## src/rtl/mmcd_pkg.sv

```systemverilog
// ----------------------------------------------------------------------------
// Min/max column decimator package
// Field widths, register indexes, command codes, sequencer states and the
// divider status shared by the decimator files.
// ----------------------------------------------------------------------------
package mmcd_pkg;

	localparam int STORE_DEPTH_DEFAULT = 4096;
	localparam int SAMPLE_BITS_DEFAULT = 16;

	localparam int INDEX_W     = 12;
	localparam int COLUMN_W    = 12;
	localparam int VALUE_W     = 16;
	localparam int CFG_W       = 13;
	localparam int CFG_INDEX_W = 8;

	// 2*i*N + W stays below 2^26 for 12-bit i and 13-bit N, W
	localparam int PROD_W     = COLUMN_W + CFG_W;
	localparam int DIVIDEND_W = PROD_W + 1;
	localparam int DIVISOR_W  = CFG_W + 1;
	localparam int DIV_CNT_W  = $clog2(DIVIDEND_W + 1);

	localparam logic [CFG_INDEX_W-1:0] REG_SAMPLE_COUNT = CFG_INDEX_W'(0);
	localparam logic [CFG_INDEX_W-1:0] REG_COLUMN_COUNT = CFG_INDEX_W'(1);

	localparam logic [CFG_W-1:0] SAMPLE_COUNT_RESET = CFG_W'(4096);
	localparam logic [CFG_W-1:0] COLUMN_COUNT_RESET = CFG_W'(512);

	localparam logic CMD_WRITE = 1'b0;
	localparam logic CMD_QUERY = 1'b1;

	typedef enum logic [3:0] {
		S_IDLE,
		S_MUL,
		S_END_GO,
		S_END_WAIT,
		S_START_GO,
		S_START_WAIT,
		S_PREP,
		S_SCAN,
		S_DRAIN,
		S_OUT
	} state_t;

	typedef struct packed {
		logic busy;
		logic done;
	} div_stat_t;

endpackage

```

## src/rtl/mmcd_min_max.sv

```systemverilog
// ----------------------------------------------------------------------------
// Min/max column decimator accumulator
// Running maximum and minimum over the samples read back during a scan.
// ----------------------------------------------------------------------------
module mmcd_min_max #(
	parameter int BITS = mmcd_pkg::SAMPLE_BITS_DEFAULT
) (
	input  logic                   clk,
	input  logic                   valid,
	input  logic                   first,
	input  logic signed [BITS-1:0] data,
	output logic signed [BITS-1:0] max_val,
	output logic signed [BITS-1:0] min_val
);

	logic signed [BITS-1:0] max_q;
	logic signed [BITS-1:0] min_q;

	always_ff @(posedge clk) begin
		if (valid) begin
			if (first) begin
				max_q <= data;
				min_q <= data;
			end else begin
				if (data > max_q) begin
					max_q <= data;
				end
				if (data < min_q) begin
					min_q <= data;
				end
			end
		end
	end

	assign max_val = max_q;
	assign min_val = min_q;

endmodule

```

## config.mk

```make
export PLATFORM = sky130hd
export DESIGN_NAME = mmcd_min_max
export DESIGN_NICKNAME = d
export VERILOG_FILES = /design/src/rtl/mmcd_pkg.sv /design/src/rtl/mmcd_min_max.sv
export SDC_FILE = /design/constraint.sdc
export NUM_CORES = 1
export LEC_CHECK = 0
export ABC_AREA = 1
export BUFFER_PORTS_ARGS = -buffer_cell sky130_fd_sc_hd__buf_2
export CAP_MARGIN = 5
export CORE_AREA = 5 5 66 68
export CTS_CLUSTER_DIAMETER = 60
export DETAILED_ROUTE_END_ITERATION = 10
export DIE_AREA = 0 0 71 73
export PLACE_DENSITY = 0.77
export SYNTH_ARGS = -nofsm -noshare
export SYNTH_HDL_FRONTEND = slang
export SYNTH_SLANG_ARGS = --single-unit
```

## constraint.sdc

```tcl
create_clock -name clk -period 2.7 [get_ports clk]
set_clock_uncertainty 0.1 [all_clocks]
set_input_delay 0 -clock clk [delete_from_list [all_inputs] [get_ports clk]]
set_output_delay 0 -clock clk [all_outputs]
set_load 0.005 [all_outputs]
```

After elaboration in Yosys (flattened, before gate mapping)
Cells that the tools add are included.
{"block": "word_totals", "ff_bits": 32, "word_cells": 12}
{"block": "classes", "n_lt_le_gt_ge": 2, "n_mux": 4, "n_reduce_logical": 4}
{"cell": "$mux W16", "n": 4}
{"cell": "$gt A16 B16 Y1", "n": 1}
{"cell": "$lt A16 B16 Y1", "n": 1}
{"cell": "$reduce_and A2 Y1", "n": 2}
{"cell": "$reduce_bool A2 Y1", "n": 2}

Longest topological paths before layout
Gate-level depths: netlist of the first run.
{"block": "logic_depth", "word_depth": 3, "ltp_mapped": 14, "depth_no_buf": 14}

Least setup slack after synthesis of the first run
OpenSTA, ideal clock, no wires.
{"block": "synth_timing", "path_type": "reg2reg", "start": "register min_q[5], in the netlist min_val[5]", "end": "register min_q[0], in the netlist min_val[0] (enable)", "setup_time_ns": 0.389, "t_arrival_ns": 1.948, "required_time_ns": 2.211, "path_slack_ns": 0.264, "stages_incl_launch_ff": 12, "synth_period_minus_slack_ns": 2.436, "path_cell_list": "edfxtp_1 -> inv_1 -> ha_1 -> a21oi_1 -> nor2_1 -> nor3_1 -> nand2_1 -> nand2_1 -> nand3_1 -> nand2_1 -> nor2_1 -> nor2_1"}
{"block": "synth_between", "elab_chain_len": 3}
{"element": "start: declaration", "line": "mmcd_min_max.sv:17", "rtl": "logic signed [BITS-1:0] min_q;"}
{"element": "start signal: assignment", "line": "mmcd_min_max.sv:23", "rtl": "min_q <= data;"}
{"element": "start signal: assignment", "line": "mmcd_min_max.sv:29", "rtl": "min_q <= data;"}
{"element": "$lt A16 B16 Y1", "line": "mmcd_min_max.sv:28", "rtl": "if (data < min_q) begin"}
{"element": "$reduce_bool A2 Y1 (no source line)"}
{"element": "$reduce_and A2 Y1 (no source line)"}
No other way between the ends.
A chain may end at the register's enable or synchronous reset.

Final worst setup path of the first run
{"block": "layout_timing", "start": "input port data[5]", "end": "register min_q[10], in the netlist min_val[10] (enable)"}
{"block": "layout_between", "elab_chain_len": 3}
{"element": "start: declaration", "line": "mmcd_min_max.sv:11", "rtl": "input logic signed [BITS-1:0] data,"}
{"element": "$lt A16 B16 Y1", "line": "mmcd_min_max.sv:28"}
{"element": "$reduce_bool A2 Y1 (no source line)"}
{"element": "$reduce_and A2 Y1 (no source line)"}
No other way between the ends.

==> results.txt, run 1 <==
----------------------------------------------------
[Logic synthesis]
  Simple-gate portion of the synthesized area ... 12.7%
  Number of register bits inferred by synthesis ... 32
  Net Count, Synth ... 229
  Summed instance area of the synthesized netlist ... 0.00184 mm2
  Proportion of synthesized flip-flops having asynchronous set or reset ... 0%
  Gate count of the mapped netlist ... approximately 180
  Number of enable flip-flop cells after synthesis ... 32
  Largest cells by area after synthesis ... sky130_fd_sc_hd__edfxtp_1, sky130_fd_sc_hd__ha_1, sky130_fd_sc_hd__inv_1
  Multiplexer share of the synthesized area ... 0%
  Distinct cell type count of the synthesized netlist ... 16
  Synth Flop Type ... sky130_fd_sc_hd__edfxtp_1
  Top cells by count, synth ... sky130_fd_sc_hd__inv_1, sky130_fd_sc_hd__nand2_1, sky130_fd_sc_hd__edfxtp_1, sky130_fd_sc_hd__ha_1, sky130_fd_sc_hd__a21oi_1
  Dominant combinational cell family by area after synthesis ... adder cells
  Most numerous cell in the Yosys netlist ... sky130_fd_sc_hd__inv_1
  Xor/xnor share of the synthesized area ... 0%
  Cell taking the most area after synthesis ... sky130_fd_sc_hd__edfxtp_1
  Sequential fraction of the synthesis area ... 52.2%
  Area share of the largest cell type after synthesis ... 52.2%
  Average footprint of a synthesized cell ... 10.3 um2
  Compound-gate portion of the synthesized area ... 5.23%
  Share of synthesized cell area in full adder, half adder and majority cells ... 21.1%
  Yosys Warn Count ... 0

[Placed design]
  Final weighted congestion of routability-driven global placement ... 0.739
  Count of buffers from port buffering ... 50
  Placed cell areas ... 0.00218 mm2
  Detailed-placement wirelength estimate ... between 2 and 3 mm

[Worst setup path]
  Number of cell instances on the worst register-to-register path ... 12
  Crit path kind ... in -> reg
  Crit Reg-Reg Startpoint ... min_val[5]$_DFFE_PP_
  Logic depth of the worst setup path including buffers ... 13
  Category of the worst setup path launch point ... primary input
  Largest incremental delay on the critical path ... 0.55 ns
  Arrival @ worst endpoint ... ~2.1 ns
  Nature of the critical path endpoint ... flop
  Cells along the critical path ... dlygate4sd3_1 -> buf_2 -> ha_1 -> a21oi_1 -> nor2_1 -> nor3_1 -> nand2_1 -> nand2_1 -> nand3_1 -> nand2_1 -> nor2_1 -> nor2_1 -> buf_4
  Highest net fanout along the worst path ... 8
  Required time at the worst-slack endpoint ... 2.58 ns
  Library cell contributing the largest single delay on the critical path ... sky130_fd_sc_hd__dlygate4sd3_1
  Family with the most delay on the worst path ... buffers and inverters
  CP Buf/Inv Count ... 3
  Critical Path Source ... data[5]

[CTS]
  Buffer type at the clock tree root ... sky130_fd_sc_hd__clkbuf_8
  Buffers inserted by post-CTS timing repair ... 0
  CTS sink cnt ... 32
  Clock-pin transition on the worst setup and hold timing paths ... 0.06 ns
  Total clock buffers created by CTS ... 5
  CTS HTree Levels ... 2
  Clock Tree Buf Depth ... 2
  CTS tree ... built
  Insertion delay to the later sink of the worst-skew pair ... 0.28 ns
  Number of gates given a new drive strength after cts ... 0

[Cells and area]
  Post-layout instance area ... ~0.0024 mm2
  Post-layout utilization of the core ... between 60% and 70%
  Share of cells above drive strength 1 ... between 20% and 30%
  Diode insertion count for antenna repair ... 0
  Synth-to-layout area growth ... 31.7%
  Number of nets in the layout ... about 310

[Min path]
  Min-delay src ... valid
  Hold crit path type ... in -> reg
  Number of stages on the worst hold path ... 4

[Timing]
  Final hold slack ... 0.175 ns
  Worst slew margin relative to its limit ... around 86%
  Maximum frequency from static timing analysis ... roughly 460 MHz
  Final Cycle Share ... 81.4%
  Fin crit period ... between 2 and 2.5 ns
  Transition at the pin with the smallest max-transition slack ... 0.210 ns
  Setup tns final ... 0 ns
  Final hold violation count ... 0
  Setup violation total in the final timing report ... 0
  Max-slew violation total from the final report ... 0
  Setup repair after global routing missed its margin ... no

[Route]
  Pre-Repair DR Iteration Count ... 4
  Routed via count ... 1434
  Overall routed net length ... 3.67 mm
  Residual DRC count ... 0
  Number of nets with antenna violations after detailed routing ... 0
  Via density per instance ... 4.67
  Violation count after the first detailed-routing iteration ... 57
  Routed length per placed instance ... between 10 and 15 um

[Floorplan]
  Horiz. Die Dim ... around 71 um
  Number of standard-cell rows in the floorplan ... 23
  Initial core utilization ... 48.5%
  I/O pin cnt ... 51
  Core Region ... 0.00380 mm2
  Die Span Y ... 73 um
  Die Area ... 0.00518 mm2

[Global route]
  Tot GR Track Use ... roughly 15%
  Via count of the first global-routing pass ... 1387
  Wire length of the first global-routing pass ... roughly 6 mm
  Total grt overflow ... 0
  Largest net degree at the start of global routing ... 11
  Initial antenna violation count ... 0

[Power and ir drop]
  Power density over the cells ... 498 mW/mm2
  Leakage Power ... between 1 and 1.5 nW
  Maximum vdd ir drop ... 0.000340 V

[Status]
  Result of the run ... finished, final reports clean

[Run]
  Number of max-cap violations ... 0

----------------------------------------------------
## area by class of cell
cell class | count | area (um2)
sequential | 32 | 961
clock buffer | 7 | 76.3
clock inverter | 1 | 3.75
tap | 50 | 62.6
fill | 324 | 1380
inverter | 43 | 161
multi-input combinational | 104 | 718
timing repair buffer | 70 | 440
## kinds of logic (layout without fill, tap and decap cells)
kind of cell    after synthesis  count (layout)
simple gates                 55              55
buf+inv                      43             121
flops                        32              32
fa+ha+maj                    31              31
compound gates               18              18
## path summary, 6_finish.rpt
kind | endpoint | slack, ns
worst min-delay path | max_val[5]$_DFFE_PP_ | 0.17
worst max-delay path | min_val[10]$_DFFE_PP_ | 0.50
worst max register to register | min_val[10]$_DFFE_PP_ | 0.56
worst min register to register | max_val[5]$_DFFE_PP_ | 1.09
## worst register-to-register path: stages (launching register included)
cell                       delay [ns]
sky130_fd_sc_hd__edfxtp_1        0.38
sky130_fd_sc_hd__inv_1           0.07
sky130_fd_sc_hd__ha_1            0.24
sky130_fd_sc_hd__a21oi_1         0.15
sky130_fd_sc_hd__nor2_1          0.05
sky130_fd_sc_hd__nor3_1          0.18
sky130_fd_sc_hd__nand2_1         0.10
sky130_fd_sc_hd__nand2_1         0.08
sky130_fd_sc_hd__nand3_1         0.07
sky130_fd_sc_hd__nand2_1         0.06
sky130_fd_sc_hd__nor2_1          0.03
sky130_fd_sc_hd__nor2_1          0.13
sky130_fd_sc_hd__buf_4           0.21
## routing by layer
| layer | share of wire [%] | GRT usage [%] | vias up | routed length, um |
|---|---|---|---|---|
| li1 | - | - | 743 | - |
| met1 | 43 | 17.7 | 638 | 1590 |
| met2 | 48 | 24.7 | 44 | 1750 |
| met3 | 7.0 | 5.23 | 9 | 256 |
| met4 | 2.1 | 6.26 | 0 | 78 |
| met5 | 0 | 0 | - | 0 |
## state kept, by name, indices dropped and copies added, names as in the netlist
signal   count
max_val     16
min_val     16
## placed cells by master, fill, tap and decap left out
cell type / instances
sky130_fd_sc_hd__buf_2: 50
sky130_fd_sc_hd__inv_1: 38
sky130_fd_sc_hd__nand2_1: 33
sky130_fd_sc_hd__edfxtp_1: 32
sky130_fd_sc_hd__ha_1: 31
sky130_fd_sc_hd__dlygate4sd3_1: 16
sky130_fd_sc_hd__a21oi_1: 13
sky130_fd_sc_hd__nor2_1: 11
sky130_fd_sc_hd__inv_2: 5
sky130_fd_sc_hd__nand3_1: 5
sky130_fd_sc_hd__clkbuf_8: 5
sky130_fd_sc_hd__buf_4: 4
sky130_fd_sc_hd__o21ai_1: 3
sky130_fd_sc_hd__nand4_1: 2
sky130_fd_sc_hd__clkbuf_1: 2
sky130_fd_sc_hd__a21o_1: 1
sky130_fd_sc_hd__nand2_2: 1
sky130_fd_sc_hd__nor3_2: 1
sky130_fd_sc_hd__nand3_2: 1
sky130_fd_sc_hd__a21oi_2: 1
sky130_fd_sc_hd__nor3_1: 1
sky130_fd_sc_hd__clkinv_1: 1
## repair_timing
item,CTS,global route
hold buffers,16,0
hold endpoints to repair,32,0
setup endpoints to repair,0,0
## report_power, final
| part | switching [mW] | internal (mW) |
|---|---|---|
| registers | 0.0162 | 0.595 |
| clock network | 0.161 | 0.179 |
| logic | 0.139 | 0.118 |
## metrics by stage
| stage | instances | setup slack [ns] | total power [mW] |
|---|---|---|---|
| after detailed placement | 283 | 0.563 | 0.865 |
| after CTS | 307 | 0.527 | 1.23 |
| final | 307 | 0.503 | 1.21 |
| after global routing | 307 | 0.344 | 1.29 |
| after floorplan | 179 | 0.264 | 0.761 |
| after global placement | 283 | 0.574 | 0.857 |
Power figures use the tool's default switching activity.
==> run 2, diff against run 1 <==
Settings changed: ABC_AREA 1 to 0, PLACE_DENSITY 0.77 to 0.76.
Clock period 2.7 ns to 2.1 ns, I/O delays scaled along.
==> run 2 against run 1 <==
Effect of this change: the flow now finishes with violations (setup timing); sequential power is 34% higher; flip-flop and latch count did not move; first-iteration DRC count down 30%; critical path type is now reg -> reg; largest power group unchanged.
==> results.txt, run 2 <==
----------------------------------------------------
[Logic synthesis]
  Number of enable flip-flop cells after synthesis ... 32
  Largest cells by area after synthesis ... sky130_fd_sc_hd__edfxtp_1, sky130_fd_sc_hd__ha_1, sky130_fd_sc_hd__inv_1
  Distinct cell type count of the synthesized netlist ... 25
  Synth Flop Type ... sky130_fd_sc_hd__edfxtp_1
  Number of register bits inferred by synthesis ... 32
  Area share of the largest cell type after synthesis ... 53.9%
  Cell taking the most area after synthesis ... sky130_fd_sc_hd__edfxtp_1
  Summed instance area of the synthesized netlist ... 0.00178 mm2
  Yosys Warn Count ... 0
  Proportion of synthesized flip-flops having asynchronous set or reset ... 0%
  Average footprint of a synthesized cell ... roughly 12 um2
  Net Count, Synth ... roughly 190
  Gate count of the mapped netlist ... 143
  Sequential fraction of the synthesis area ... 53.9%
  Top cells by count, synth ... sky130_fd_sc_hd__edfxtp_1, sky130_fd_sc_hd__inv_1, sky130_fd_sc_hd__ha_1, sky130_fd_sc_hd__a21oi_1

[Timing]
  Setup violation total in the final timing report ... 32
  Transition at the pin with the smallest max-transition slack ... about 0.39 ns
  Setup repair after global routing missed its margin ... yes
  Fin crit period ... 2.52 ns
  Worst slew margin relative to its limit ... 74.0%
  Final Cycle Share ... 120%
  Final hold violation count ... 0
  Setup tns final ... -11.28 ns
  Setup ws final ... -0.421 ns
  Maximum frequency from static timing analysis ... about 400 MHz
  Max-slew violation total from the final report ... 0

[Route]
  Overall routed net length ... 4.50 mm
  Routed via count ... 1497
  Number of nets with antenna violations after detailed routing ... 0
  Via density per instance ... approximately 4.9
  Violation count after the first detailed-routing iteration ... 40
  Pre-Repair DR Iteration Count ... 4
  Residual DRC count ... 0
  Routed length per placed instance ... 14.9 um

[Power and ir drop]
  Maximum vdd ir drop ... between 0.0004 and 0.0005 V
  Power density over the cells ... 653 mW/mm2
  Leakage Power ... 1.35 nW

[Global route]
  Largest net degree at the start of global routing ... 11
  Total grt overflow ... 0
  Wire length of the first global-routing pass ... 6.92 mm
  Initial antenna violation count ... 0
  Via count of the first global-routing pass ... 1551
  Tot GR Track Use ... 17.8%

[Min path]
  Number of stages on the worst hold path ... 3
  Hold crit path type ... in -> reg

[Worst setup path]
  Crit Reg-Reg Startpoint ... max_val[9]$_DFFE_PP_
  Nature of the critical path endpoint ... flop
  CP Capture Point ... max_val[4]$_DFFE_PP_
  Required time at the worst-slack endpoint ... 1.98 ns
  Internal reg-to-reg setup slack ... -0.42 ns
  Number of cell instances on the worst register-to-register path ... 7
  Category of the worst setup path launch point ... flop
  Crit path kind ... reg -> reg
  Arrival @ worst endpoint ... 2.40 ns
  Critical Path Source ... max_val[9]$_DFFE_PP_
  Reg2reg end ... max_val[4]$_DFFE_PP_
  Highest net fanout along the worst path ... 8

[Floorplan]
  Number of standard-cell rows in the floorplan ... 23
  Core Region ... around 0.0038 mm2
  Horiz. Die Dim ... 71 um
  I/O pin cnt ... 51
  Initial core utilization ... a little under half
  Die Span Y ... approximately 73 um
  Die Area ... 0.00518 mm2

[Placed design]
  Placed cell areas ... approximately 0.0024 mm2
  Detailed-placement wirelength estimate ... 3.15 mm
  Count of buffers from port buffering ... 50
  Final weighted congestion of routability-driven global placement ... ~0.8

[Cells and area]
  Share of cells above drive strength 1 ... 43.1%
  Post-layout instance area ... approximately 0.0027 mm2
  Filler cell count ... 256
  Leading cell type in the layout, fill and taps excluded ... sky130_fd_sc_hd__buf_2
  Synth-to-layout area growth ... 54.2%
  Commonest non-fill, non-tap cells in the layout ... sky130_fd_sc_hd__buf_2, sky130_fd_sc_hd__edfxtp_1, sky130_fd_sc_hd__buf_4
  Number of nets in the layout ... 302
  Diode insertion count for antenna repair ... 0

[CTS]
  Clock-pin transition on the worst setup and hold timing paths ... 0.07 ns
  CTS sink cnt ... 32
  CTS tree ... built
  CTS HTree Levels ... 2
  Insertion delay to the later sink of the worst-skew pair ... 0.28 ns
  Total clock buffers created by CTS ... 5
  Clock Tree Buf Depth ... 2
  Buffer type at the clock tree root ... sky130_fd_sc_hd__clkbuf_8

[Status]
  Result of the run ... finished with violations
  Violated checks ... setup timing

[Run]
  Number of max-cap violations ... 0

----------------------------------------------------
## run 2: per-layer routing
| metal | wire length [um] | global-route usage [%] | up-vias |
|---|---|---|---|
| met5 | 0 | 0 | - |
| li1 | - | - | 750 |
| met4 | 72 | 6.47 | 0 |
| met3 | 234 | 5.37 | 8 |
| met2 | 2340 | 32.9 | 44 |
| met1 | 1860 | 19.3 | 695 |
## run 2: how the worst min path moves through the flow
stage | slack, ns | to | start
2_1_floorplan | -0.001 | max_val[0]$_DFFE_PP_ | data[0]
3_5_place_dp | 0.13 | min_val[6]$_DFFE_PP_ | data[6]
5_1_grt | 0.14 | max_val[15]$_DFFE_PP_ | first
4_1_cts | 0.12 | max_val[1]$_DFFE_PP_ | first
6_report | 0.12 | max_val[15]$_DFFE_PP_ | first
3_3_place_gp | 0.12 | min_val[0]$_DFFE_PP_ | data[0]
## run 2: area by class of cell
type / instances / area, um2 / share of cell area, %
sequential: 32 / 961 / 35.0
multi-input combinational: 80 / 838 / 30.5
timing repair buffer: 101 / 684 / 24.9
inverter: 32 / 120 / 4.37
clock buffer: 5 / 68.8 / 2.50
tap: 50 / 62.6 / 2.28
clock inverter: 3 / 13.8 / 0.501
## run 2: cells by family after synthesis
family	after synthesis	share of synthesized area, %
adders and majority gates	31	21.8
AOI/OAI and AO/OA	26	10.2
buffers and inverters	32	6.74
DFF	32	53.9
and+or+nand+nor	21	6.81
muxes	1	0.561
## run 2: through the flow
stage	hold WS, ns	total power, mW	setup WS [ns]	instances	util (%)
after floorplan	-0.00113	1.03	-0.293	143	-
after global placement	0.122	1.26	-0.363	277	62.6
after detailed placement	0.131	1.28	-0.409	277	62.6
after CTS	0.125	1.77	-0.391	302	70.5
after global routing	0.141	1.90	-0.476	303	72.4
final	0.115	1.79	-0.421	303	72.4
## run 2: worst max-delay path, stage by stage, from the launching register on
cell	delay, ns
sky130_fd_sc_hd__edfxtp_1	0.44
sky130_fd_sc_hd__inv_2	0.10
sky130_fd_sc_hd__ha_4	0.20
sky130_fd_sc_hd__a21o_1	0.15
sky130_fd_sc_hd__a221o_1	0.29
sky130_fd_sc_hd__a221o_1	0.37
sky130_fd_sc_hd__or3b_4	0.43
sky130_fd_sc_hd__nand3_4	0.14
## run 2: repair_timing
action                                 4_1_cts  5_1_grt
resized for setup                            9        9
gates cloned                                 1        0
endpoints found under the hold margin       32        0
setup buffers                                0        1
setup endpoints to repair                   32       32
pin swaps                                    0        2
hold buffers                                16        0
## run 2: where the power goes
part	switching (mW)	internal (mW)
Sequential	0.0329	0.788
Clock	0.219	0.224
Combinational	0.250	0.279
Total	0.503	1.29
