===== config.mk =====
export PLATFORM = sky130hd
export DESIGN_NAME = mmcd_divider
export DESIGN_NICKNAME = d
export VERILOG_FILES = /design/src/rtl/mmcd_pkg.sv /design/src/rtl/mmcd_divider.sv
export SDC_FILE = /design/constraint.sdc
export NUM_CORES = 1
export LEC_CHECK = 0
export BUFFER_PORTS_ARGS = -buffer_cell sky130_fd_sc_hd__buf_2
export CAP_MARGIN = 5
export CORE_MARGIN = 2
export CORE_UTILIZATION = 45
export CTS_CLUSTER_SIZE = 8
export DETAILED_ROUTE_END_ITERATION = 10
export HOLD_SLACK_MARGIN = 0.02
export PLACE_DENSITY = 0.68
export SETUP_SLACK_MARGIN = 0.5
export SLEW_MARGIN = 10
export SYNTH_ARGS = -nofsm -noshare
export SYNTH_HDL_FRONTEND = slang
export SYNTH_SLANG_ARGS = --single-unit

===== constraint.sdc =====
create_clock -name clk -period 5.4 [get_ports clk]
set_clock_uncertainty 0.2 [all_clocks]
set_input_delay 1.35 -clock clk [delete_from_list [all_inputs] [get_ports clk]]
set_output_delay 1.35 -clock clk [all_outputs]
set_load 0.1 [all_outputs]

===== src/rtl/mmcd_pkg.sv =====
// ----------------------------------------------------------------------------
// Min/max column decimator package
// Field widths, register indexes, command codes, sequencer states and the
// divider status shared by the decimator files.
// ----------------------------------------------------------------------------
package mmcd_pkg;

	localparam int STORE_DEPTH_DEFAULT = 4096;
	localparam int SAMPLE_BITS_DEFAULT = 16;

	localparam int INDEX_W     = 12;
	localparam int COLUMN_W    = 12;
	localparam int VALUE_W     = 16;
	localparam int CFG_W       = 13;
	localparam int CFG_INDEX_W = 8;

	// 2*i*N + W stays below 2^26 for 12-bit i and 13-bit N, W
	localparam int PROD_W     = COLUMN_W + CFG_W;
	localparam int DIVIDEND_W = PROD_W + 1;
	localparam int DIVISOR_W  = CFG_W + 1;
	localparam int DIV_CNT_W  = $clog2(DIVIDEND_W + 1);

	localparam logic [CFG_INDEX_W-1:0] REG_SAMPLE_COUNT = CFG_INDEX_W'(0);
	localparam logic [CFG_INDEX_W-1:0] REG_COLUMN_COUNT = CFG_INDEX_W'(1);

	localparam logic [CFG_W-1:0] SAMPLE_COUNT_RESET = CFG_W'(4096);
	localparam logic [CFG_W-1:0] COLUMN_COUNT_RESET = CFG_W'(512);

	localparam logic CMD_WRITE = 1'b0;
	localparam logic CMD_QUERY = 1'b1;

	typedef enum logic [3:0] {
		S_IDLE,
		S_MUL,
		S_END_GO,
		S_END_WAIT,
		S_START_GO,
		S_START_WAIT,
		S_PREP,
		S_SCAN,
		S_DRAIN,
		S_OUT
	} state_t;

	typedef struct packed {
		logic busy;
		logic done;
	} div_stat_t;

endpackage


===== src/rtl/mmcd_divider.sv =====
// ----------------------------------------------------------------------------
// Min/max column decimator divider
// Restoring radix-2 divider, one quotient bit per cycle, shared by both
// column boundary computations.
// ----------------------------------------------------------------------------
module mmcd_divider (
	input  logic                                clk,
	input  logic                                arst_n,
	input  logic                                start,
	input  logic [mmcd_pkg::DIVIDEND_W-1:0]     dividend,
	input  logic [mmcd_pkg::DIVISOR_W-1:0]      divisor,
	output mmcd_pkg::div_stat_t                 stat,
	output logic [mmcd_pkg::DIVIDEND_W-1:0]     quotient
);

	localparam int DW = mmcd_pkg::DIVIDEND_W;
	localparam int VW = mmcd_pkg::DIVISOR_W;

	logic [VW-1:0]                    rem_q;
	logic [DW-1:0]                    quo_q;
	logic [VW-1:0]                    div_q;
	logic [mmcd_pkg::DIV_CNT_W-1:0]   cnt_q;
	logic                             busy_q;
	logic                             done_q;
	logic [VW:0]                      trial;
	logic                             fits;
	logic [VW:0]                      diff;

	assign trial = {rem_q, quo_q[DW-1]};
	assign fits  = trial >= {1'b0, div_q};
	assign diff  = trial - {1'b0, div_q};

	always_ff @(posedge clk or negedge arst_n) begin
		if (!arst_n) begin
			busy_q <= 1'b0;
			done_q <= 1'b0;
			cnt_q  <= '0;
		end else begin
			done_q <= 1'b0;
			if (start) begin
				busy_q <= 1'b1;
				cnt_q  <= mmcd_pkg::DIV_CNT_W'(DW);
			end else if (busy_q) begin
				cnt_q <= cnt_q - 1'b1;
				if (cnt_q == mmcd_pkg::DIV_CNT_W'(1)) begin
					busy_q <= 1'b0;
					done_q <= 1'b1;
				end
			end
		end
	end

	always_ff @(posedge clk) begin
		if (start) begin
			rem_q <= '0;
			quo_q <= dividend;
			div_q <= divisor;
		end else if (busy_q) begin
			rem_q <= fits ? diff[VW-1:0] : trial[VW-1:0];
			quo_q <= {quo_q[DW-2:0], fits};
		end
	end

	assign stat.busy = busy_q;
	assign stat.done = done_q;
	assign quotient  = quo_q;

endmodule


# After elaboration in Yosys (flattened, before gate mapping)
# Index checks and enable logic that the tools add are counted.
# classes
add_sub_neg,2
n_lt_le_gt_ge,1
n_eq_ne,1
n_mux,11
n_reduce_logical,1
# ops
op,count
26-bit 2-to-1 mux,2
15-bit by 14-bit greater-or-equal comparator with 1-bit output,1
14-bit 2-to-1 mux,1
14-bit subtractor,1
5-bit 2-to-1 mux,2
1-bit 2-to-1 mux,6
5-bit by 1-bit equality test with 1-bit output (second input constant),1
5-bit by 1-bit subtractor with 5-bit output (second input constant),1
2-bit nonzero test,1
# word_totals
ff_bits,61
input_bits,43
out_inout_bits,28
wordCells,22

# Depth between registers and ports, before layout
# Gate-level depths: netlist of run 1.
# depth
depth_word,4
ltp_mapped,11
ltp_nobuf,9

# Least setup slack after synthesis of run 1
# No wires, ideal clock.
# synth_path
path_kind,flip-flop to flip-flop
start,reg quo_q[25] (netlist: quotient[25])
end,reg rem_q[10]
setup_ns,0.088
arrival_time_ns,2.789
required_time_ns,5.112
setup_slack_ns,2.323
stages_incl_launch_ff,10
path_buffers,0
synth_period_minus_slack_ns,3.077
path_cell_list,edfxtp_1 > inv_1 > ha_1 > inv_1 > fa_1 > a221o_1 > a211oi_2 > mux2i_1 > o21ai_2 > a311oi_2
# synth_between
elab_chain_cells,2
word_cells_on_any_way,3
classes_between,add/sub: 1; order compare: 1; mux: 1
# synth_lines
element,line_no,source
"start, declared",mmcd_divider.sv:20,logic [DW-1:0] quo_q;
"start signal, assigned",mmcd_divider.sv:56,quo_q <= dividend;
"start signal, assigned",mmcd_divider.sv:60,"quo_q <= {quo_q[DW-2:0], fits};"
14-bit subtractor / 15-bit by 14-bit greater-or-equal comparator with 1-bit output (equally long branches),"mmcd_divider.sv:31, mmcd_divider.sv:30",
14-bit 2-to-1 mux (*),mmcd_divider.sv:59,rem_q <= fits ? diff[VW-1:0] : trial[VW-1:0];
"end signal, assigned",mmcd_divider.sv:59,
"end, declared",mmcd_divider.sv:19,logic [VW-1:0] rem_q;
# Mark *: on every way between the ends. The rest lies on a longest branch, timed or not.
# A chain may end at the register's enable or synchronous reset.

# Worst setup path after layout of run 1
# layout_path
start,reg div_q[1]
end,reg quo_q[0] (netlist: quotient[0]) (data pin)
# layout_between
elab_chain_cells,3
# layout_lines
element,line_no,source
"start, declared",mmcd_divider.sv:21,logic [VW-1:0] div_q;
"start signal, assigned",mmcd_divider.sv:57,div_q <= divisor;
15-bit by 14-bit greater-or-equal comparator with 1-bit output,mmcd_divider.sv:30,"assign fits = trial >= {1'b0, div_q};"
26-bit 2-to-1 mux,mmcd_divider.sv:58,end else if (busy_q) begin
26-bit 2-to-1 mux,mmcd_divider.sv:54,if (start) begin
# Every way passes these cells. The select of a mux whose other input is x is not followed.

==> reports/qor.txt, run 1 <==
status = completed
post-CTS setup buffers = 0
startpoint types = flip-flop
R2R setup slack = 2440 ps
Final setup viols = 0
worst r2r path cells = 7
layout cells sized above 1 = 35.0%
final hold vios = 0
leak pwr = 1.67 nW
Synth area leader = edfxtp_1
CTS sink cnt = 61
Final min period = 2960 ps
antenna cell count = 0
DIE HEIGHT = 91.2 um
Initial DRC Count = 127
htree depth = 3
port bufs = 70
routed len/inst = 14.6 um
Layout fillers = 677
global route overflow = 0
internal power = 1.07 mW
Worst-Margin Slew = 777 ps
fmax = 338 MHz
flop and latch count out of synthesis = 61
Ys Warns = 0
CTS-repair resized insts = 0
clock power share = 21.8%
Comb pwr share = 43.2%
Avg Inst Size Synth = 11.7 um2
pre-CTS setup slack = 2110 ps
Synth Net Count = 353
non-filler cells, final = 462
core box area = 7290 um2
Slew Limit Fails = 0
Slew HR = 48.2%
ys flop type = edfxtp_1
Antenna Nets Post-Route = 0
net total in the final layout = 419
RSZ-0062 raised after global routing = false
Initial Util = 46.9%
largest cells by area after synthesis = edfxtp_1 (35%), mux2_2 (8.6%), dfxtp_1 (8.2%), ha_1 (6.2%), dfrtp_1 (5.1%)
synthesized instance count = 292
final wirelength = 6.75 mm
Worst setup EP type = flip-flop
most crowded layer after global routing = met2
RR Endpoint = quotient[0]
Clock Pin Slew Worst Setup and Hold Paths = 70 ps
global-route wire length before repair = 11.2 mm
post-synth cell types = 63
routed vias/inst = 5.14
cell area power density = 446 nW/um2
cts hold-fix bufs = 0
sequential-to-total area share from yosys stat = 48.5%
GP Congestion = 0.810
Sw Ratio = 40.0%
Post-synth ARST share = 11.5%
synthesized area = 3420 um2
final worst-path cycle share = 54.8%
Max-cap violations = 0
Critical R2R Launch = div_q[1]
Die Width = 91.2 um
Critical Path RT = 5290 ps
Psw = 0.713 mW
pin count of the biggest net entering global routing = 38
Clock Tree Root = clkbuf_8
clk_lat worst skew = 340 ps
GRT met3 Usage = 5.48%
Hold Crit Depth = 2
Post-DP HPWL = 4.73 mm
Layout area overhead = 16.8%
Hold/Removal Path Class = reg -> reg
Inst Count DP = 446
Max Root-Sink Buffers = 2
Finished Core Util = 54.8%
hold slack = 311 ps
vias in the first global route = 2,317
Post-synth EDFFs = 40
Die ar. = 8310 um2
drt drc = 0
met1 Usage GRT = 21.5%
DR pass1 iterations = 4
Final WS setup = 2440 ps
Sum Neg Setup Slack = 0 ps
Hold EP = rem_q[7]
Tot GR Track Use = 17.2%
I/O pin total = 71
Worst Path Max Fanout = 17
CP Class = reg -> reg
antenna violations before repair = 0
via count = 2,374
met2 usage = 28.5%
Site Rows = 31
total CTS buffers = 9
Hold Crit Start = rem_q[7]
post-synth top area share = 35.1%
CTS tree = done
VDD IR max = 0.172 mV
sequential fraction of design power = 35.0%
CP Data Arrival Time = 2850 ps
[layer usage]
metal | share of wire (%) | wire [um]
met1 | 45 | 3070
met2 | 49 | 3340
met3 | 3.8 | 257
met4 | 1.3 | 85
met5 | 0 | 0
[sequential cells by signal, indices dropped and copies added, names as in the netlist]
| signal | count |
|---|---|
| done_q | 1 |
| div_q | 14 |
| quotient | 26 |
| cnt_q | 5 |
| busy_q | 1 |
| rem_q | 14 |
[power by group through the flow]
stage | logic, mW | registers (mW) | clock network, mW
final | 0.770 | 0.624 | 0.388
after detailed placement | 0.769 | 0.633 | 0
after global placement | 0.759 | 0.630 | 0
after CTS | 0.772 | 0.624 | 0.400
after global routing | 0.838 | 0.634 | 0.421
after floorplan | 0.489 | 0.804 | 0
[synthesized netlist by cell type (2+ instances only)]
library cell  count
nor3_1            6
mux2i_1           7
nor2_1           16
clkbuf_1          9
and3_1            2
a211o_1           2
nand2_1           8
nor4b_1           2
xor2_1            3
and2_1            2
a211oi_1          9
a21o_1            3
edfxtp_1         40
mux2_2           26
a311o_1           2
nor3b_1           2
a21oi_1           7
o31ai_1           2
nor2b_1           4
nand3_1           3
buf_4             2
or3_1             3
o21a_1            4
nor4_1            2
a211oi_2          2
buf_1             3
ha_1             17
o21bai_1          2
inv_1            22
nand2b_1          9
a311oi_2          2
o31ai_2           2
dfxtp_1          14
o21ai_0           8
o22ai_1           2
nand4b_1          2
dfrtp_1           7
xnor2_1           9
[cell usage in the layout (no fill, tap or decap), drive strengths merged, types with 11 or more instances in the layout]
cell and count:
a211oi 11, nor2 16, buf 72, dfxtp 14, ha 17, mux2 26
inv 22, clkbuf 11, edfxtp 40
[per-stage QoR]
stage / area, um2 / total power, mW
after floorplan: 3420 / 1.29
after global placement: 3810 / 1.39
after detailed placement: 3810 / 1.40
after CTS: 3990 / 1.80
after global routing: 3990 / 1.89
final: 3990 / 1.78
[worst max path at each step]
stage / endpoint / startpoint
after floorplan: rem_q[10] / quotient[25]
after global placement: quotient[20] / start
after detailed placement: quotient[14] / start
after CTS: quotient[0] / div_q[1]
after global routing: rem_q[7] / div_q[1]
final: quotient[0] / div_q[1]
[cell families after synthesis]
| logic type | after synthesis | share of synthesized area, % |
|---|---|---|
| AO/OA/AOI/OAI | 61 | 14.5 |
| XOR/XNOR | 12 | 3.07 |
| adder cells (fa/ha/maj) | 18 | 6.81 |
| buffers and inverters | 39 | 5.23 |
| flip-flops | 61 | 48.5 |
| multiplexers | 33 | 10.6 |
| AND/OR/NAND/NOR | 68 | 11.3 |
[critical path: stages (launching register included)]
cell	delay, ps
edfxtp_1	370
inv_1	110
ha_1	260
nor2b_1	170
o31ai_1	340
a2111oi_2	150
or3_1	710
mux2_2	410
[layout make-up]
cell class | instances | area, um2 | area share [%]
Clock inverter | 5 | 51.3 | 1.28
Sequential cell | 61 | 1660 | 41.5
Clock buffer | 11 | 131 | 3.29
Timing Repair Buffer | 72 | 365 | 9.15
Tap cell | 99 | 124 | 3.10
Inverter | 22 | 82.6 | 2.07
Multi-Input combinational cell | 192 | 1580 | 39.6
(Power assumes the default switching activity.)
==> run 2, diff against run 1 <==
--- a/config.mk
+++ b/config.mk
@@ -12,7 +12,7 @@
 export CTS_CLUSTER_SIZE = 8
 export DETAILED_ROUTE_END_ITERATION = 10
 export HOLD_SLACK_MARGIN = 0.02
-export PLACE_DENSITY = 0.68
+export PLACE_DENSITY = 0.7
 export SETUP_SLACK_MARGIN = 0.5
 export SLEW_MARGIN = 10
 export SYNTH_ARGS = -nofsm -noshare
==> constraint.sdc (replaced) <==
create_clock -name clk -period 2.4 [get_ports clk]
set_clock_uncertainty 0.2 [all_clocks]
set_input_delay 0.6 -clock clk [delete_from_list [all_inputs] [get_ports clk]]
set_output_delay 0.6 -clock clk [all_outputs]
set_load 0.1 [all_outputs]
==> reports/qor.txt, run 2 (synthesized netlist as in run 1, its figures left out) <==
final wirelength = 7.95 mm (was 6.75 mm)
routed len/inst = 15.3 um (was 14.6 um)
pin count of the biggest net entering global routing = 27 (was 38)
Clock Tree Root = clkbuf_8 (unchanged)
Hold Crit Start = divisor[4] (was rem_q[7])
Initial Util = 46.9% (unchanged)
DIE HEIGHT = 91.2 um (unchanged)
Die ar. = 8310 um2 (unchanged)
Final WS setup = -264 ps (was 2440 ps)
Worst Path Max Fanout = 4 (was 17)
antenna cell count = 0 (unchanged)
failing checks = negative setup slack
GP Congestion = 0.854 (was 0.810)
Worst-Margin Slew = 482 ps (was 777 ps)
clk_lat worst skew = 340 ps (about the same)
CP Class = reg -> reg (unchanged)
DR pass1 iterations = 4 (unchanged)
htree depth = 3 (unchanged)
Critical R2R Launch = quotient[25] (was div_q[1])
drt drc = 0 (unchanged)
Antenna Nets Post-Route = 0 (unchanged)
global-route wire length before repair = 13.0 mm (was 11.2 mm)
Final min period = 2660 ps (was 2960 ps)
global route overflow = 0 (unchanged)
Hold/Removal Path Class = in -> reg (was reg -> reg)
Layout area overhead = 38.5% (was 16.8%)
Sum Neg Setup Slack = -1970 ps (was 0 ps)
total CTS buffers = 9 (unchanged)
Hold EP = div_q[4] (was rem_q[7])
commonest non-fill, non-tap cell in the layout = buf_4 (was buf_2)
antenna violations before repair = 0 (unchanged)
commonest cells after routing, fill and taps aside = buf_4 (77), buf_2 (43), edfxtp_1 (40) (was buf_2 (70), edfxtp_1 (40), mux2_2 (26))
fmax = 375 MHz (was 338 MHz)
leak pwr = 2.04 nW (was 1.67 nW)
Site Rows = 31 (unchanged)
Slew Limit Fails = 0 (unchanged)
cell area after layout = 4740 um2 (was 3990 um2)
Die Width = 91.2 um (unchanged)
CP Data Arrival Time = 2720 ps (was 2850 ps)
CTS tree = done (unchanged)
Slew HR = 68.1% (was 48.2%)
via count = 2,711 (was 2,374)
Hold Crit Depth = 1 (was 2)
Layout fillers = 618 (was 677)
VDD IR max = 0.592 mV (was 0.172 mV)
max FFs per register = 26 (unchanged)
net total in the final layout = 478 (was 419)
Finished Core Util = 64.9% (was 54.8%)
Initial DRC Count = 120 (was 127)
startpoint types = flip-flop (unchanged)
Tot GR Track Use = 19.8% (was 17.2%)
Max-cap violations = 0 (unchanged)
status = finished, violations left (was completed)
final worst-path cycle share = 111% (was 54.8%)
vias in the first global route = 2,744 (was 2,317)
Placed Area = 4210 um2 (was 3810 um2)
RR Endpoint = rem_q[10] (was quotient[0])
Final setup viols = 15 (was 0)
Clock Pin Slew Worst Setup and Hold Paths = 70 ps (about the same)
layout cells sized above 1 = 49.9% (was 35.0%)
worst r2r path cells = 10 (was 7)
Worst setup EP type = flip-flop (unchanged)
RSZ-0062 raised after global routing = true (was false)
R2R setup slack = -260 ps (was 2440 ps)
core box area = 7290 um2 (unchanged)
Post-DP HPWL = 5.64 mm (was 4.73 mm)
Max Root-Sink Buffers = 2 (unchanged)
routed vias/inst = 5.21 (was 5.14)
cell area power density = 991 nW/um2 (was 446 nW/um2)
port bufs = 70 (unchanged)
Critical Path RT = 2450 ps (was 5290 ps)
final hold vios = 0 (unchanged)
I/O pin total = 71 (unchanged)
CTS sink cnt = 61 (unchanged)
## run 2: power breakdown
| part | switching, mW | total, mW | internal (mW) | leakage, nW |
|---|---|---|---|---|
| Clock | 0.401 | 0.864 | 0.463 | 0.0899 |
| Sequential | 0.104 | 1.40 | 1.30 | 0.606 |
| Combinational | 1.33 | 2.43 | 1.09 | 1.34 |
| Total | 1.84 | 4.69 | 2.85 | 2.04 |
## run 2: routing by layer
metal,part of all wire [%],global-route usage [%]
met1,45,25.6
met2,49,31.6
met3,3.6,3.90
met4,2.0,10.4
met5,0,0
## run 2: layout make-up
class / count / area [um2] / share of cell area, %
Inverter: 22 / 82.6 / 1.74
Timing Repair Buffer: 131 / 950 / 20.1
Clock buffer: 9 / 124 / 2.62
Clock inverter: 6 / 55.1 / 1.16
Sequential cell: 61 / 1660 / 35.0
Multi-Input combinational cell: 192 / 1740 / 36.8
Tap cell: 99 / 124 / 2.62
## run 2: worst max path at each step
| stage | slack [ps] | startpoint | endpoint | cells after the start |
|---|---|---|---|---|
| after floorplan | -580 | quotient[25] | rem_q[10] | 9 |
| after CTS | -190 | quotient[25] | rem_q[10] | 10 |
| after global routing | -310 | quotient[25] | rem_q[10] | 10 |
| final | -260 | quotient[25] | rem_q[10] | 10 |
| after global placement | -160 | quotient[25] | rem_q[10] | 10 |
| after detailed placement | -190 | div_q[1] | rem_q[5] | 9 |
## run 2: per-stage QoR
stage / hold slack (ps) / instances / power, mW / setup slack [ps]
after floorplan: 104 / 292 / 2.91 / -583
after global placement: 238 / 495 / 3.47 / -163
after detailed placement: 240 / 495 / 3.53 / -189
after CTS: 217 / 519 / 4.60 / -191
after global routing: 218 / 520 / 4.94 / -310
final: 233 / 520 / 4.69 / -264
## run 2: critical path, cell delays in order, from the launching register on
cell and delay, ps:
edfxtp_1 420, inv_2 110, ha_4 130, inv_2 40
fa_2 340, a221o_1 340, a211oi_2 210, buf_4 180
mux2i_2 240, o21ai_2 100, a311oi_2 270
## run 2: what timing repair did
action,4_1_cts,5_1_grt
pin swaps,13,7
setup endpoints to repair,42,16
gates resized for setup,53,15
setup buffers,8,1
hold endpoints to repair,7,0
hold buffers,1,0
==> run 3, diff against run 2 <==
--- a/config.mk
+++ b/config.mk
@@ -13,7 +13,6 @@
 export DETAILED_ROUTE_END_ITERATION = 10
 export HOLD_SLACK_MARGIN = 0.02
 export PLACE_DENSITY = 0.7
-export SETUP_SLACK_MARGIN = 0.5
 export SLEW_MARGIN = 10
 export SYNTH_ARGS = -nofsm -noshare
 export SYNTH_HDL_FRONTEND = slang
==> reports/qor.txt, run 3 (synthesized netlist as in run 1, its figures left out) <==
pin count of the biggest net entering global routing = 37 (was 27)
Critical Path RT = 2470 ps (was 2450 ps)
VDD IR max = 0.399 mV (was 0.592 mV)
vias in the first global route = 2,723 (was 2,744)
Sequential cell area = 1660 um2 (about the same)
worst path cell trace = inv_2, ha_4, inv_2, fa_2, a221o_1, a211oi_2, buf_4, mux2i_2, o21ai_2, a311oi_2 (unchanged)
final wirelength = 7.76 mm (was 7.95 mm)
Slew HR = 58.6% (was 68.1%)
Die Width = 91.2 um (unchanged)
CP Data Arrival Time = 2630 ps (was 2720 ps)
clk_lat worst skew = 350 ps (was 340 ps)
commonest non-fill, non-tap cell in the layout = buf_2 (was buf_4)
antenna cell count = 0 (unchanged)
Site Rows = 31 (unchanged)
area of the multi-input gates = 1690 um2 (was 1740 um2)
RSZ-0062 raised after global routing = true (unchanged)
total CTS buffers = 9 (unchanged)
CTS sink cnt = 61 (unchanged)
Worst-Margin Slew = 621 ps (was 482 ps)
CP max stage cell = edfxtp_1 (unchanged)
max FFs per register = 26 (unchanged)
startpoint types = flip-flop (unchanged)
DIE HEIGHT = 91.2 um (unchanged)
Antenna Nets Post-Route = 0 (unchanged)
Layout fillers = 635 (was 618)
Worst Path Max Fanout = 4 (unchanged)
Max Root-Sink Buffers = 2 (unchanged)
Initial DRC Count = 128 (was 120)
routed vias/inst = 5.13 (was 5.21)
htree depth = 3 (unchanged)
non-filler cells, final = 519 (was 520)
status = finished, violations left (unchanged)
global-route wire length before repair = 12.9 mm (was 13.0 mm)
drt drc = 0 (unchanged)
Slew Limit Fails = 0 (unchanged)
final worst-path cycle share = 106% (was 111%)
dominant delay contributor by cell family on the critical path = compound AO/OA/AOI/OAI gates (unchanged)
final hold vios = 0 (unchanged)
port bufs = 70 (unchanged)
Initial Util = 46.9% (unchanged)
routed len/inst = 14.9 um (was 15.3 um)
cell area power density = 989 nW/um2 (was 991 nW/um2)
Inst Count DP = 497 (was 495)
global route overflow = 0 (unchanged)
antenna violations before repair = 0 (unchanged)
Final min period = 2560 ps (was 2660 ps)
Worst path max stage delay = 400 ps (was 420 ps)
Worst setup EP type = flip-flop (unchanged)
Final WS setup = -156 ps (was -264 ps)
layout cells sized above 1 = 48.1% (was 49.9%)
Tot GR Track Use = 19.7% (was 19.8%)
fmax = 391 MHz (was 375 MHz)
DR pass1 iterations = 4 (unchanged)
worst path buffer plus inverter count = 3 (unchanged)
Die ar. = 8310 um2 (unchanged)
via count = 2,663 (was 2,711)
CP dominant cell by count = inv_2 (unchanged)
I/O pin total = 71 (unchanged)
CP Class = reg -> reg (unchanged)
failing checks = negative setup slack (unchanged)
commonest cells after routing, fill and taps aside = buf_2 (69), buf_4 (54), edfxtp_1 (40) (was buf_4 (77), buf_2 (43), edfxtp_1 (40))
Post-DP HPWL = 5.48 mm (was 5.64 mm)
Final setup viols = 14 (was 15)
GP Congestion = 0.825 (was 0.854)
Clock Pin Slew Worst Setup and Hold Paths = 70 ps (about the same)
pre-CTS setup slack = -176 ps (was -189 ps)
Hold/Removal Path Class = in -> reg (unchanged)
CTS tree = done (unchanged)
core box area = 7290 um2 (unchanged)
net total in the final layout = 476 (was 478)
Clock Tree Root = clkbuf_8 (unchanged)
Layout area overhead = 32.7% (was 38.5%)
leak pwr = 1.96 nW (was 2.04 nW)
Max-cap violations = 0 (unchanged)
-- run 3: cell types whose count changed in the layout (fill, tap and decap cells not counted), sizes merged --
cell,change
buf,-2
bufinv,-1
clkbuf,+2
-- run 3: routing by layer --
metal	vias to the layer above	part of all wire (%)	global-route usage, %
met3	11	3.6	4.73
met2	47	52	34.3
met5	-	0	0
met4	0	1.4	7.07
li1	1328	-	-
met1	1277	43	23.7
-- run 3: power breakdown --
part / switching, mW / internal [mW] / total [mW] / leakage (nW)
sequential: 0.104 / 1.30 / 1.40 / 0.606
clock: 0.417 / 0.367 / 0.784 / 0.0829
combinational: 1.28 / 1.02 / 2.30 / 1.27
-- run 3: worst paths after layout --
| kind | start | end | slack (ps) | cells past startpoint |
|---|---|---|---|---|
| setup / recovery | quotient[25] | rem_q[10] | -160 | 10 |
| hold / removal | divisor[9] | div_q[9] | 220 | 1 |
| setup reg to reg | quotient[25] | rem_q[10] | -160 | 10 |
| hold reg to reg | rem_q[3] | rem_q[3] | 310 | 2 |
| max in group asynchronous | arst_n | busy_q | 1440 | 2 |
| min in group asynchronous | arst_n | done_q | 400 | 2 |
-- run 3: worst reg2reg max path, delay by kind of cell (launching register included) --
family	cells	cell delay (ps)
AOI/OAI and AO/OA	4	880
adders and majority gates	2	450
DFF	1	400
buffers and inverters	3	310
muxes	1	230
-- run 3: repair_timing --
action	4_1_cts	5_1_grt
hold buffers	1	0
pin swaps	13	5
endpoints found under the hold margin	7	0
buffers inserted	2	3
gates resized for setup	13	12
setup endpoints to repair	15	15
-- run 3: through the flow --
step	hold WS (ps)	util (%)	total power [mW]	setup TNS, ps	area, um2
final	220	62.2	4.48	-712	4530
after CTS	207	61.2	4.43	-521	4460
after global routing	201	62.2	4.75	-2270	4530
after detailed placement	241	57.8	3.53	-1680	4210
after global placement	237	57.8	3.49	-1370	4210
after floorplan	104	-	2.91	-7150	3420
-- run 3: area by class of cell --
| cell class | count | share of cell area (%) |
|---|---|---|
| inverters | 22 | 1.82 |
| multi-input cells | 192 | 37.2 |
| flip-flops and latches | 61 | 36.5 |
| clock inverters | 5 | 0.607 |
| well taps | 99 | 2.73 |
| clock buffers | 11 | 2.90 |
| repair buffers | 129 | 18.2 |
